`src/hdl/bvn_pkg.sv`:
```
// package: constants and types for the bicubic value noise block
package bvn_pkg;

    localparam logic [31:0] YSCALE     = 32'd57;
    localparam logic [31:0] HASH_MUL_A = 32'd15731;
    localparam logic [31:0] HASH_ADD_B = 32'd789221;
    localparam logic [31:0] HASH_ADD_C = 32'd1376312589;
    localparam logic [31:0] HASH_MASK  = 32'h7fffffff;
    localparam int          HASH_SHIFT = 13;
    localparam logic [31:0] VALUE_ONE  = 32'h40000000;

    // lattice value width (signed q2.30), row result width
    localparam int VW = 32;
    localparam int RW = 40;
    localparam int FW = 48;

    // cycles from accepted point to presented result
    localparam int LATENCY = 16;

    typedef logic signed [VW-1:0] lval_t;
    typedef logic signed [RW-1:0] rval_t;
    typedef logic signed [FW-1:0] fval_t;
    typedef logic [15:0]          frac_t;

endpackage

```
`src/hdl/bvn_hash.sv`:
```
// pipelined lattice hash: four register stages from lattice point to q2.30 value
module bvn_hash
(
    input  logic                clk,
    input  logic                en,
    input  logic [31:0]         lx,
    input  logic [31:0]         ly,
    input  logic [31:0]         seed_term,
    output bvn_pkg::lval_t      value
);
    import bvn_pkg::*;

    logic [31:0] n_reg, nn_reg, n2_reg, h1_reg, h2_reg;
    logic [31:0] n_next;
    lval_t       value_reg;

    assign n_next = lx + ly * YSCALE + seed_term;

    always_ff @(posedge clk)
    begin
        if (en)
        begin
            n_reg     <= (n_next << HASH_SHIFT) ^ n_next;
            nn_reg    <= n_reg * n_reg;
            n2_reg    <= n_reg;
            h1_reg    <= nn_reg * HASH_MUL_A + HASH_ADD_B;
            h2_reg    <= n2_reg;
            value_reg <= lval_t'(VALUE_ONE - ((h2_reg * h1_reg + HASH_ADD_C) & HASH_MASK));
        end
    end

    assign value = value_reg;
endmodule

```
`config.mk`:
```
export PLATFORM = sky130hd
export DESIGN_NAME = bvn_hash
export DESIGN_NICKNAME = d
export VERILOG_FILES = /design/src/hdl/bvn_pkg.sv /design/src/hdl/bvn_hash.sv
export SDC_FILE = /design/constraint.sdc
export NUM_CORES = 2
export LEC_CHECK = 0
export BUFFER_PORTS_ARGS = -buffer_cell sky130_fd_sc_hd__clkbuf_2
export CORE_UTILIZATION = 50
export DETAILED_ROUTE_END_ITERATION = 10
export HOLD_SLACK_MARGIN = 0.05
export PLACE_DENSITY = 0.65
export SLEW_MARGIN = 20
export SYNTH_ARGS = -nofsm -noshare
export SYNTH_HDL_FRONTEND = slang
export SYNTH_SLANG_ARGS = --single-unit
```
`constraint.sdc`:
```
create_clock -name clk -period 11.7 [get_ports clk]
set_input_delay 1.755 -clock clk [delete_from_list [all_inputs] [get_ports clk]]
set_output_delay 1.755 -clock clk [all_outputs]
set_load 0.01 [all_outputs]
```
---- Yosys cells after proc, flatten, opt, wreduce, memory -nomap -nowiden ----
Cells that the tools add are included.
operators by class
  add/subtract/negate cells ............... 5
  $mul .................................... 4
  bitwise gates (word level) .............. 1
operators with widths
  kind                                                 number
  adder 32 bit                                         2
  adder 32 x 20 -> 32 bit, second input constant       1
  multiplier 32 x 14 -> 32 bit, second input constant  1
  multiplier 32 x 32 -> 31 bit                         1
  multiplier 32 x 32 -> 32 bit                         1
  multiplier 32 x 6 -> 32 bit, second input constant   1
  subtractor 31 x 31 -> 32 bit, first input constant   1
  bitwise XOR 32 bit                                   1
  adder 31 bit, second input constant                  1
storage, ports and cells
  register bits after elaboration ......... 192
  input port bits ......................... 98
  output and inout bits ................... 32
  word-level logic and storage cells ...... 16

---- Longest topological paths before layout ----
  depth in word-level cells ............... 4
  mapped depth ............................ 31
  mapped depth without buffers ............ 28

---- Worst setup path before layout ----
Ideal clock, no wire load.
  path kind ............................... reg2reg
  start ................................... register h2_reg[10]
  end ..................................... register value_reg[26] (netlist: value[26]), data pin
  library setup time ...................... 0.266 ns
  data arrival time ....................... 7.485 ns
  data required time ...................... 11.434 ns
  slack ................................... 3.949 ns
  cell stages (with the launch flop) ...... 29
  path buffers ............................ 3
  period minus slack after synthesis ...... 7.751 ns
  cell sequence ........................... edfxtp_1 clkbuf_1 clkbuf_1 and2_1 fa_1 fa_1 fa_1 inv_1 fa_1 inv_1 fa_1 fa_1 fa_1 inv_1 fa_1 inv_1 ha_1 clkbuf_1 a21oi_1 and2_1 a32oi_1 o31ai_4 xnor2_1 o31a_1 o21ai_2 o21ai_1 or4_4 nand2b_4 xnor2_2
on the way
  cells in the longest elaborated chain, start to end .. 3
RTL lines
  item                          RTL line        source
  start, declared               bvn_hash.sv:13  logic [31:0] n_reg, nn_reg, n2_reg, h1_reg, h2_reg;
  start signal, assigned        bvn_hash.sv:27  h2_reg <= n2_reg;
  multiplier 32 x 32 -> 31 bit  bvn_hash.sv:28  value_reg <= lval_t'(VALUE_ONE - ((h2_reg * h1_reg + HASH_ADD_C) & HASH_MASK));
  adder 31 bit                  bvn_hash.sv:28
  subtractor 31 x 31 -> 32 bit  bvn_hash.sv:28
  end signal, assigned          bvn_hash.sv:28
  end, declared                 bvn_hash.sv:15  lval_t value_reg;
No other way between the ends.
A chain may end at the register's enable or synchronous reset.

---- Worst setup path after layout ----
  start ................................... register h1_reg[6]
  end ..................................... register value_reg[27] (netlist: value[27]), data pin
on the way
  cells in the longest elaborated chain, start to end .. 3
RTL lines
  item                          RTL line        source
  start, declared               bvn_hash.sv:13
  start signal, assigned        bvn_hash.sv:26  h1_reg <= nn_reg * HASH_MUL_A + HASH_ADD_B;
  multiplier 32 x 32 -> 31 bit  bvn_hash.sv:28
  adder 31 bit                  bvn_hash.sv:28
  subtractor 31 x 31 -> 32 bit  bvn_hash.sv:28
No other way between the ends.

==> metrics <==
cell repeated most along the worst path sky130_fd_sc_hd__fa_1; clock-pin slew on the worst setup and hold paths 0.09 ns; endpoints failing setup 0; startpoint class of the critical path flip-flop; total count of hold-check failures in the final report 0; count of distinct cell types in the synthesized netlist 66; post-route non-filler standard cell count 5727; synthesized area per cell 10.0 sq um; number of warning messages in the yosys log 0; global router's overall resource usage 24.0%; gr ovfl total 0; wire length of the first global-routing pass 168 mm; cell total after placement 5695; time the worst path needs with I/O delays and setup 8.81 ns; standard-cell row count 109; weighted congestion at the end of routability-driven global placement 0.887; Synth Register Bits 184; layout cells sized above 1 4.82%; number of antenna violations at the first check in global routing 1; capture point of the critical path value[27]; remaining antenna violation count after routing 0; part of the Yosys area used for sequential elements 12.3%; worst path buffer plus inverter count 2; number of synthesized flops with an enable pin 184; number of gates given a new drive strength after cts 0; number of nets at the end of the flow 6082; max-slew violations 0; Synth Area in Compound Gates 4.21%; routed via count 29000; worst min path class reg2reg; clock tree from TritonCTS yes; Area Growth Syn to Fin 5.66%; unrepaired setup endpoints after global routing false; max reg flops 32; category of the most critical setup path reg2reg; Netlist Area Pre-Place 44900 sq um; Total Routed Length 101 mm; crit path max fanout 25; Primary FF master, synth sky130_fd_sc_hd__edfxtp_1; final worst clock skew 0.0188 ns; CTS HTree Levels 4; reg-to-reg critical path endpoint value[27]; Max-Cap Viols 0; transition time at the pin with the least slew margin 1.12 ns; Port Buf Inserts 126; Final Hold Slack 0.410 ns; total I/O pin count 130; synthesized-area fraction occupied by xor and xnor cells 5.17%; DRC violations left 13; buffer depth of the longest clock path 2; largest net degree at the start of global routing 72; Fmax 113 MHz; clock latency on the worst-skew pair 0.51 ns; Worst Setup SP h1_reg[6]; type of element capturing the critical path flip-flop; width of the die 302 um; post-detailed-placement half-perimeter wirelength 82.8 mm; mean routed wirelength per cell 17.6 um; required arrival time at the worst endpoint 11.97 ns; status complete, but fails checks; vias in the first global route 32500; number of diodes added for antenna fixing 0; worst slew margin relative to its limit 25.3%; cell class contributing the biggest share of worst-path delay adder cells; Num CTS Buffers 17; cell count after synthesis 4478; floorplan die area 91000 sq um; depth of the most critical reg-to-reg path 23; Starting Density 50.6%; share of the cycle needed by the critical path after routing 75.3%; violated checks DRC; critical path depth 23; setup repair bufs after CTS 0; critical-path cell list and2_1, fa_1, fa_1, inv_1, fa_1, fa_1, inv_1, ha_1, fa_1, fa_1, fa_1, ha_1, a21oi_1, o21ai_0, a211o_1, o211ai_1, nand2_1, o31a_1, o21ai_2, o21ai_1, nor4_1, nand3_1, xor2_1; mux contribution to synthesized area 0.0446%; startpoint of the worst-slack reg-to-reg timing path h1_reg[6]; Total Negative Setup Slacks 0 ns; adder-cell area share of the yosys netlist 56.2%; most common cell after layout, fill and taps aside sky130_fd_sc_hd__inv_1; number of sinks driven by the clock tree 184; Max stage delay on crit path 1.06 ns; dominant combinational cell family by area after synthesis adder cells; Arrival @ worst endpoint 9.08 ns; area of the core region 88600 sq um; Initial DRC Count 1293; Die Y-Extent 302 um; commonest cells after routing, fill and taps aside sky130_fd_sc_hd__inv_1 (1254), sky130_fd_sc_hd__fa_1 (972), sky130_fd_sc_hd__ha_1 (462); drt via density 5.06; basic-gate share of the synthesized area counting and, or, nand and nor cells 10.6%; worst reg2reg setup slack 2.89 ns; length of the first detailed-routing pass in iterations 8; async set-reset flop share out of synthesis 0%; hold_buf cts 0; worst-path cell with the longest stage delay sky130_fd_sc_hd__edfxtp_1; clock tree root buffer cell sky130_fd_sc_hd__clkbuf_16
## synthesized netlist by cell type, types with 38 or more instances
cell / number / area share [%]
sky130_fd_sc_hd__a21o_1: 38 / 0.64
sky130_fd_sc_hd__a21oi_1: 94 / 1.0
sky130_fd_sc_hd__and2_1: 391 / 5.4
sky130_fd_sc_hd__clkbuf_1: 116 / 0.97
sky130_fd_sc_hd__edfxtp_1: 184 / 12
sky130_fd_sc_hd__fa_1: 972 / 43
sky130_fd_sc_hd__ha_1: 462 / 13
sky130_fd_sc_hd__inv_1: 1254 / 10
sky130_fd_sc_hd__nand2_1: 355 / 3.0
sky130_fd_sc_hd__nor2_1: 77 / 0.64
sky130_fd_sc_hd__o21ai_0: 47 / 0.52
sky130_fd_sc_hd__xnor2_1: 196 / 3.8
sky130_fd_sc_hd__xor2_1: 67 / 1.3
## through the flow
| stage | setup WS (ns) | instance area [sq um] | utilization, % |
|---|---|---|---|
| 6_report | 2.89 | 47400 | 53.5 |
| 5_1_grt | 2.53 | 47400 | 53.5 |
| 4_1_cts | 2.89 | 47400 | 53.5 |
| 3_5_place_dp | 2.91 | 46900 | 52.9 |
| 3_3_place_gp | 3.02 | 46900 | 52.9 |
| 2_1_floorplan | 3.95 | 44900 | - |
## metal layers
metal  part of all wire [%]  up-vias  global-route usage, %
li1                       -    13400                      -
met1                     41    14800                   29.3
met2                     52      663                   43.4
met3                    4.3      176                   3.03
met4                    3.3        0                   8.29
met5                      0        -                      0
## final cells by class
class / instances / area, sq um
clock buffer: 17 / 425
sequential: 184 / 5530
fill: 8011 / 41200
timing repair buffer: 167 / 951
inverter: 1254 / 4710
multi-input combinational: 2926 / 34200
tap: 1165 / 1460
clock inverter: 14 / 134
## logic make-up after synthesis
family | count (synthesis)
AO/OA/AOI/OAI | 286
XOR/XNOR | 264
adder cells (fa/ha/maj) | 1434
buffers and inverters | 1370
flip-flops | 184
multiplexers | 2
other | 2
AND/OR/NAND/NOR | 936
## worst min-delay path by stage
stage | startpoint | endpoint | slack [ns] | cells past startpoint
floorplan | n2_reg[10] | h2_reg[10] | 0.40 | 0
global placement | n2_reg[6] | h2_reg[6] | 0.40 | 0
detailed placement | n2_reg[1] | h2_reg[1] | 0.40 | 0
CTS | n2_reg[4] | h2_reg[4] | 0.41 | 0
global route | n2_reg[12] | h2_reg[12] | 0.42 | 0
finish | n2_reg[4] | h2_reg[4] | 0.41 | 0
Power is left out: the tool's default activity adds up to more than one toggle a clock period on the data nets, which glitch-free logic cannot reach.
